File: config.mk
export PLATFORM = sky130hd
export DESIGN_NAME = smlfr_ctrl
export DESIGN_NICKNAME = d
export VERILOG_FILES = /design/src/smlfr_pkg.sv /design/src/smlfr_ctrl.sv
export SDC_FILE = /design/constraint.sdc
export NUM_CORES = 1
export LEC_CHECK = 0
export ABC_AREA = 0
export BUFFER_PORTS_ARGS = -buffer_cell sky130_fd_sc_hd__buf_2
export CELL_PAD_IN_SITES_DETAIL_PLACEMENT = 0
export CELL_PAD_IN_SITES_GLOBAL_PLACEMENT = 2
export CORE_MARGIN = 1.5
export CORE_UTILIZATION = 40
export CTS_CLUSTER_DIAMETER = 40
export DETAILED_ROUTE_END_ITERATION = 8
export MAX_ROUTING_LAYER = met4
export PLACE_DENSITY = 0.92
export SYNTH_ARGS = -nofsm -noshare
export SYNTH_HDL_FRONTEND = slang
export SYNTH_SLANG_ARGS = --single-unit
File: constraint.sdc
create_clock -name clk -period 11.75 [get_ports clk]
set_input_delay 2.35 -clock clk [delete_from_list [all_inputs] [get_ports clk]]
set_output_delay 2.35 -clock clk [all_outputs]
set_load 0.01 [all_outputs]
File: src/smlfr_pkg.sv
// Package for the SML transport frame receiver: sizes, command and event codes,
// escape sequences and the structs passed between the controller and the top level.
// No dependencies.
`default_nettype none

package smlfr_pkg;

    localparam int STORE_DEPTH   = 512;
    localparam int START_LENGTH  = 8;
    localparam int END_LENGTH    = 5;
    localparam int TRAILER_BYTES = 3;

    localparam int ADDR_W   = $clog2(STORE_DEPTH);
    localparam int FILL_W   = $clog2(STORE_DEPTH + 1);
    localparam int RECENT_W = 8 * END_LENGTH;
    localparam int TICK_W   = 24;
    localparam int LEN_W    = 10;
    localparam int RIDX_W   = 9;
    localparam int CFG_IDX_W = 1;

    localparam logic [TICK_W-1:0] TICK_MAX      = {TICK_W{1'b1}};
    localparam logic [TICK_W-1:0] TIMEOUT_RESET = 24'd10000;

    localparam logic [CFG_IDX_W-1:0] REG_TIMEOUT  = 1'd0;
    localparam logic [CFG_IDX_W-1:0] REG_INTERVAL = 1'd1;

    localparam logic [1:0] CMD_BYTE = 2'd0;
    localparam logic [1:0] CMD_TICK = 2'd1;
    localparam logic [1:0] CMD_READ = 2'd2;
    localparam logic [1:0] CMD_NOP  = 2'd3;

    localparam logic [2:0] EV_NONE      = 3'd0;
    localparam logic [2:0] EV_DELIVERED = 3'd1;
    localparam logic [2:0] EV_SUPPRESS  = 3'd2;
    localparam logic [2:0] EV_OVERFLOW  = 3'd3;
    localparam logic [2:0] EV_TIMEOUT   = 3'd4;
    localparam logic [2:0] EV_READ      = 3'd5;

    localparam logic [7:0] START_SEQ [8] = '{8'h1B, 8'h1B, 8'h1B, 8'h1B,
                                             8'h01, 8'h01, 8'h01, 8'h01};
    localparam logic [7:0] END_SEQ [8]   = '{8'h1B, 8'h1B, 8'h1B, 8'h1B,
                                             8'h1A, 8'h00, 8'h00, 8'h00};

    // newest byte in the low lane
    function automatic logic [RECENT_W-1:0] end_pattern();
        logic [RECENT_W-1:0] p;
        p = '0;
        for (int k = 0; k < END_LENGTH; k++)
        begin
            p[8*k +: 8] = END_SEQ[END_LENGTH - 1 - k];
        end
        return p;
    endfunction

    localparam logic [RECENT_W-1:0] END_PATTERN = end_pattern();

    typedef struct packed {
        logic              we;
        logic [ADDR_W-1:0] waddr;
        logic [7:0]        wdata;
        logic              re;
        logic [ADDR_W-1:0] raddr;
    } mem_req_t;

    typedef struct packed {
        logic [2:0]       event_code;
        logic [LEN_W-1:0] frame_length;
        logic             read_ok;
    } result_t;

endpackage

`default_nettype wire

File: src/smlfr_ctrl.sv
// Frame receiver controller: hunt/body/trailer sequencing, end match shift register,
// tick counters and configuration registers. Issues frame store accesses.
// Depends on smlfr_pkg.
`default_nettype none

module smlfr_ctrl (
    input  wire logic                           clk,
    input  wire logic                           rst_n,
    input  wire logic                           accept,
    input  wire logic [1:0]                     command,
    input  wire logic [7:0]                     data_byte,
    input  wire logic [smlfr_pkg::RIDX_W-1:0]   read_index,
    input  wire logic                           cfg_write_en,
    input  wire logic [smlfr_pkg::CFG_IDX_W-1:0] cfg_index,
    input  wire logic [smlfr_pkg::TICK_W-1:0]   cfg_wdata,
    output smlfr_pkg::mem_req_t                 mem_req,
    output smlfr_pkg::result_t                  result
);

    localparam int FW = smlfr_pkg::FILL_W;
    localparam int RW = smlfr_pkg::RECENT_W;
    localparam int TW = smlfr_pkg::TICK_W;
    localparam int AW = smlfr_pkg::ADDR_W;

    localparam logic [1:0] PH_HUNT    = 2'd0;
    localparam logic [1:0] PH_BODY    = 2'd1;
    localparam logic [1:0] PH_TRAILER = 2'd2;

    logic [1:0]    phase_reg, phase_next;
    logic [FW-1:0] fill_reg, fill_next;
    logic [1:0]    trailer_reg, trailer_next;
    logic [RW-1:0] recent_reg, recent_next;
    logic [TW-1:0] since_restart_reg, since_restart_next;
    logic [TW-1:0] since_delivery_reg, since_delivery_next;
    logic [TW-1:0] timeout_reg, interval_reg;

    logic          hunt_from_zero;
    logic [2:0]    hunt_p;
    logic [RW-1:0] hunt_recent;
    logic [FW-1:0] hunt_fill;
    logic [FW-1:0] body_fill;
    logic [RW-1:0] body_recent;
    logic          overflow;
    logic          end_hit;
    logic          store_room;
    logic [FW-1:0] tr_fill;
    logic [1:0]    tr_left;
    logic          deliver;
    logic [TW-1:0] sr_inc, sd_inc;

    always_comb
    begin
        hunt_from_zero = (phase_reg == PH_BODY);
        hunt_p         = hunt_from_zero ? 3'd0 : fill_reg[2:0];
        hunt_recent    = RW'({(hunt_from_zero ? {RW{1'b0}} : recent_reg), data_byte});
        hunt_fill      = (data_byte == smlfr_pkg::START_SEQ[hunt_p])
                         ? FW'(hunt_p) + FW'(1) : '0;

        body_fill   = fill_reg + FW'(1);
        body_recent = RW'({recent_reg, data_byte});
        overflow    = ({1'b0, fill_reg} + (FW+1)'(smlfr_pkg::TRAILER_BYTES))
                      >= (FW+1)'(smlfr_pkg::STORE_DEPTH);
        end_hit     = (body_fill >= FW'(smlfr_pkg::END_LENGTH))
                      && (body_recent == smlfr_pkg::END_PATTERN);

        store_room = fill_reg < FW'(smlfr_pkg::STORE_DEPTH);
        tr_fill    = store_room ? body_fill : fill_reg;
        tr_left    = (trailer_reg != 2'd0) ? trailer_reg - 2'd1 : 2'd0;
        deliver    = (interval_reg == '0) || (since_delivery_reg > interval_reg);

        sr_inc = (since_restart_reg < smlfr_pkg::TICK_MAX)
                 ? since_restart_reg + TW'(1) : since_restart_reg;
        sd_inc = (since_delivery_reg < smlfr_pkg::TICK_MAX)
                 ? since_delivery_reg + TW'(1) : since_delivery_reg;
    end

    always_comb
    begin
        phase_next          = phase_reg;
        fill_next           = fill_reg;
        trailer_next        = trailer_reg;
        recent_next         = recent_reg;
        since_restart_next  = since_restart_reg;
        since_delivery_next = since_delivery_reg;
        mem_req             = '0;
        result              = '0;
        result.event_code   = smlfr_pkg::EV_NONE;

        unique case (command)
            smlfr_pkg::CMD_BYTE:
            begin
                unique case (phase_reg)
                    PH_HUNT:
                    begin
                        mem_req.we    = 1'b1;
                        mem_req.waddr = AW'(hunt_p);
                        mem_req.wdata = data_byte;
                        recent_next   = hunt_recent;
                        fill_next     = hunt_fill;
                        if (hunt_fill >= FW'(smlfr_pkg::START_LENGTH))
                        begin
                            phase_next = PH_BODY;
                        end
                    end
                    PH_BODY:
                    begin
                        mem_req.we    = 1'b1;
                        mem_req.wdata = data_byte;
                        if (overflow)
                        begin
                            // restart, then treat this byte as the first hunt byte
                            result.event_code = smlfr_pkg::EV_OVERFLOW;
                            since_restart_next = '0;
                            trailer_next  = 2'(smlfr_pkg::TRAILER_BYTES);
                            mem_req.waddr = AW'(hunt_p);
                            recent_next   = hunt_recent;
                            fill_next     = hunt_fill;
                            phase_next    = (hunt_fill >= FW'(smlfr_pkg::START_LENGTH))
                                            ? PH_BODY : PH_HUNT;
                        end
                        else
                        begin
                            mem_req.waddr = AW'(fill_reg);
                            fill_next     = body_fill;
                            recent_next   = body_recent;
                            if (end_hit)
                            begin
                                phase_next   = PH_TRAILER;
                                trailer_next = 2'(smlfr_pkg::TRAILER_BYTES);
                            end
                        end
                    end
                    default:
                    begin
                        mem_req.we    = store_room;
                        mem_req.waddr = AW'(fill_reg);
                        mem_req.wdata = data_byte;
                        fill_next     = tr_fill;
                        trailer_next  = tr_left;
                        if (tr_left == 2'd0)
                        begin
                            result.frame_length = smlfr_pkg::LEN_W'(tr_fill);
                            if (deliver)
                            begin
                                result.event_code   = smlfr_pkg::EV_DELIVERED;
                                since_delivery_next = '0;
                            end
                            else
                            begin
                                result.event_code = smlfr_pkg::EV_SUPPRESS;
                            end
                            phase_next         = PH_HUNT;
                            fill_next          = '0;
                            trailer_next       = 2'(smlfr_pkg::TRAILER_BYTES);
                            recent_next        = '0;
                            since_restart_next = '0;
                        end
                    end
                endcase
            end
            smlfr_pkg::CMD_TICK:
            begin
                since_restart_next  = sr_inc;
                since_delivery_next = sd_inc;
                if (sr_inc > timeout_reg)
                begin
                    result.event_code  = smlfr_pkg::EV_TIMEOUT;
                    phase_next         = PH_HUNT;
                    fill_next          = '0;
                    trailer_next       = 2'(smlfr_pkg::TRAILER_BYTES);
                    recent_next        = '0;
                    since_restart_next = '0;
                end
            end
            smlfr_pkg::CMD_READ:
            begin
                result.event_code = smlfr_pkg::EV_READ;
                result.read_ok    = 32'(read_index) < 32'(smlfr_pkg::STORE_DEPTH);
                mem_req.re        = 1'b1;
                mem_req.raddr     = AW'(read_index);
            end
            smlfr_pkg::CMD_NOP:
            begin
                result.event_code = smlfr_pkg::EV_NONE;
            end
        endcase

        if (!accept)
        begin
            mem_req.we = 1'b0;
            mem_req.re = 1'b0;
        end
    end

    always_ff @(posedge clk or negedge rst_n)
    begin
        if (!rst_n)
        begin
            phase_reg          <= PH_HUNT;
            fill_reg           <= '0;
            trailer_reg        <= 2'(smlfr_pkg::TRAILER_BYTES);
            recent_reg         <= '0;
            since_restart_reg  <= '0;
            since_delivery_reg <= '0;
            timeout_reg        <= smlfr_pkg::TIMEOUT_RESET;
            interval_reg       <= '0;
        end
        else
        begin
            if (accept)
            begin
                phase_reg          <= phase_next;
                fill_reg           <= fill_next;
                trailer_reg        <= trailer_next;
                recent_reg         <= recent_next;
                since_restart_reg  <= since_restart_next;
                since_delivery_reg <= since_delivery_next;
            end
            if (cfg_write_en)
            begin
                if (cfg_index == smlfr_pkg::REG_TIMEOUT)
                begin
                    timeout_reg <= cfg_wdata;
                end
                if (cfg_index == smlfr_pkg::REG_INTERVAL)
                begin
                    interval_reg <= cfg_wdata;
                end
            end
        end
    end

endmodule

`default_nettype wire

==> results.txt <==
* Mux share of post-synthesis cell area: just under 4%
- Global routing consumed, over all layers together, about a fifth of the routing resources.
- Static timing analysis puts the maximum clock frequency at 0.142 GHz.
* Flip-flop count of the largest register, all copies and words added: 32
- In this run the worst hold path is classified as flip-flop to flip-flop.
- TritonCTS clock tree: done
* Crit. End Element: output port
* Number of antenna violations at the first check in global routing: 0
- At the pin with the least slew margin, the transition time is approximately 1.1 ns.
- GPL Wtd Cong: about 0.84
- Leading cell types in the layout, fill and taps excluded: 142 x sky130_fd_sc_hd__nand2_1, 135 x sky130_fd_sc_hd__dfrtp_1, 101 x sky130_fd_sc_hd__o21ai_0
* Post-CTS setup-driven buffer insertion count: 0
- After global routing the overflow that remains totals 0.
* H-tree depth reported by CTS: 4
* Final hold violations: 0
- In the synthesized netlist the dominant register cell turns out to be sky130_fd_sc_hd__dfrtp_1.
- The first global-routing pass estimated around 38,000 um of wire.
- Req. time, crit path: about 9.4 ns
- Total of flip-flops plus latches after synthesis: approximately 140
- The floorplan step set the die width to roughly 150 um.
- Clock root buffer: sky130_fd_sc_hd__clkbuf_16
* TritonCTS Buffers: 17
- Simple-gate share of the synthesized area: about 23%
- Critical path arrival: between 4 and 5 ns
- After layout, the worst setup slack is 4.69 ns.
- Layout filler cell count: between 2k and 2.5k
- Worst path cell trace: nand3_1 -> nor4_2 -> nand3_1 -> and3_1 -> and4_1 -> xor2_1 -> ha_1 -> nand4_1 -> nor4_1 -> o31ai_1 -> a22o_1 -> o21bai_1 -> buf_2
- Setup violations remaining at the end of the flow were counted as 0.
* Number of distinct library cell variants in the gate-level netlist after synthesis: 68
- After legalization and detailed placement, the total HPWL measured 16,500 um.
* Clock latency reported for the late side of the worst-skew pair: ~0.43 ns
- For this design, the CTS-stage hold fixing added 0 buffers.
* Yosys warnings: 0
- Clock-pin slew was measured on the worst setup and hold paths at about 0.060 ns.
- Minimum hold slack: 0.485 ns
- Largest net degree at the start of global routing: 73
* Die Area: 23,100 um2
- After detailed routing, the number of remaining DRC violations is 0.
- Compared with the post-synthesis result, the final layout area differs by 14.0%.
* Effective utilization at floorplan: 40.7%
- Of all flip-flops after synthesis, the portion carrying an async set or reset was 100%.
- The worst path needs between 7 and 8 ns of the cycle, external delays included.
* Post-Layout Inst Area: 10,100 um2
* Largest incremental delay on the critical path: between 0.5 and 0.6 ns
- OpenSTA, run right after detailed placement, puts the worst setup slack at ~5 ns.
* Routed len/inst: between 15 and 20 um
* Count of clock tree sinks: between 100 and 150
- Synth Net Count: 1,127
- The number of max-slew violations in the final report was 0.
- The clock arrives with 0.0112 ns of skew.
- The cell that appears most often on the critical path is sky130_fd_sc_hd__nand3_1.
- Measured along the y axis, the die boundary spans approximately 150 um.
- The final route contains 7,536 vias.
- Share of the yosys chip area belonging to registers: around two fifths
- The tool flagged a number of max-cap violations equal to 0.
- For this design the top-level I/O count stands at 90.
* Fraction of the mapped netlist area in adder cells: under 10%
- Proportion of layout cells with a drive suffix above 1: 16.2%
- Of all nets on the critical path, the largest fanout is 13.
* Length of the first detailed-routing pass in iterations: 5
- Syn avg cell area: between 8 and 9 um2
- Port Buf Inserts: 89
- Critical Path Start Type: flip-flop
- Total length of routed wires: 23,000 um
- In this run the power density over the cells is about 170 nW/um2.
* Gate count after technology mapping: 1,024
* Clock Path Buffers: 2
- After synthesis, the largest family of logic cells by area is simple AND/OR/NAND/NOR gates.
- The setup path with the least slack is of type flip-flop to output port.
- Post-synthesis compound-gate area fraction: between 10% and 20%
- The via count of the first global-routing pass was 7,280.
* Core Area: ~22,000 um2
- Unrepaired setup endpoints after global routing: false
* Register-to-register path setup slack: 6.63 ns
- Max stage delay cell, worst path: sky130_fd_sc_hd__nor4_2
- Yosys mapped a number of flops with a built-in enable equal to 0.
- Measured against its own limit, the worst slew margin works out to a little under a quarter.
* Diode insertion count for antenna repair: 0
* Resized Gates After CTS: 0
* Placed Area: between 9000 and 10,000 um2
* Cell Area, Synth: slightly below 9000 um2
* Ratio of final minimum period to clock period: approximately three fifths
- Violation count after the first detailed-route iteration: 394
- In the routed layout, each cell is associated on average with a via count of between 5 and 6.
- Reported leakage power: between 4 and 5 nW
- Of the total synthesized cell area, the portion taken by XOR and XNOR cells is about 3.3%.
* IR Drop Worst-Case VDD: approximately 0.086 mV
* Number of nets with antenna violations after routing: 0
- Setup total negative slack on the finished layout was measured at 0 ns.
- The flow ran to the end, and the final reports show no timing, DRC or antenna violations.
- FP Rows: 54
- Most common cell after layout, fill and taps aside: sky130_fd_sc_hd__nand2_1
- Layout net count: roughly 1.2k
[through the flow]
step           instances  util (%)  power [mW]
2_1_floorplan       1024         -        1.01
3_3_place_gp        1354      43.7        1.13
3_5_place_dp        1354      43.7        1.14
4_1_cts             1386      46.4        1.72
5_1_grt             1386      46.4        1.82
6_report            1386      46.4        1.70
[routing by layer]
metal	GRT usage [%]	wire, um
met1	28.7	11500
met3	3.54	804
met2	31.8	10400
met4	5.36	262
met5	-	0
[cell usage after synthesis, types with 11 or more instances]
| library cell | count | area, um2 |
|---|---|---|
| sky130_fd_sc_hd__nand2_1 | 142 | 533 |
| sky130_fd_sc_hd__dfrtp_1 | 135 | 3380 |
| sky130_fd_sc_hd__o21ai_0 | 101 | 505 |
| sky130_fd_sc_hd__nor2_1 | 69 | 259 |
| sky130_fd_sc_hd__inv_1 | 61 | 229 |
| sky130_fd_sc_hd__ha_1 | 55 | 688 |
| sky130_fd_sc_hd__nand3_1 | 44 | 220 |
| sky130_fd_sc_hd__a21oi_1 | 38 | 190 |
| sky130_fd_sc_hd__and3_1 | 35 | 219 |
| sky130_fd_sc_hd__clkbuf_1 | 34 | 128 |
| sky130_fd_sc_hd__mux2_2 | 27 | 304 |
| sky130_fd_sc_hd__nor3_1 | 27 | 135 |
| sky130_fd_sc_hd__nand4_1 | 24 | 150 |
| sky130_fd_sc_hd__o31ai_1 | 23 | 173 |
| sky130_fd_sc_hd__xnor2_1 | 23 | 201 |
| sky130_fd_sc_hd__and2_1 | 21 | 131 |
| sky130_fd_sc_hd__nor4_1 | 13 | 81.3 |
| sky130_fd_sc_hd__a21o_1 | 12 | 90.1 |
| sky130_fd_sc_hd__a22o_1 | 11 | 96.3 |
[where the power goes]
group,internal [mW],leakage (nW),switching (mW)
combinational,0.180,2.60,0.237
clock,0.320,0.285,0.242
sequential,0.590,1.78,0.132
[cells by family (layout without fill, tap and decap cells)]
family,after synthesis,count (layout)
AO/OA/AOI/OAI,238,238
AND/OR/NAND/NOR,417,417
adder cells (fa/ha/maj),55,55
XOR/XNOR,33,33
multiplexers,31,31
flip-flops,142,142
buffers and inverters,108,190
[final timing paths]
kind | start | to | cells after the start
worst max register to register | since_restart_reg[4] | fill_reg[2] | 15
worst max-delay path | since_restart_reg[4] | result[13] | 13
max in group asynchronous | rst_n | since_restart_reg[0] | 2
worst min-delay path | recent_reg[25] | recent_reg[25] | 2
worst min register to register | recent_reg[25] | recent_reg[25] | 2
min in group asynchronous | rst_n | fill_reg[7] | 1
[area by class of cell]
cell class | instances | area, um2 | share of cell area, %
Clock buffer | 17 | 425 | 4.20
Inverter | 63 | 236 | 2.34
Clock inverter | 15 | 175 | 1.73
Tap cell | 280 | 350 | 3.46
Sequential cell | 142 | 3560 | 35.2
Multi-Input combinational cell | 774 | 4880 | 48.2
Timing Repair Buffer | 95 | 497 | 4.90
[worst max-delay path, delay by kind of cell, from the launching register on]
| kind | cells | cell delay [ns] |
|---|---|---|
| simple gates | 7 | 2.54 |
| xor+xnor | 1 | 0.16 |
| compound gates | 3 | 0.68 |
| buf+inv | 1 | 0.15 |
| flops | 1 | 0.46 |
| fa+ha+maj | 1 | 0.30 |
No activity file was read; power rests on OpenSTA's default activity.
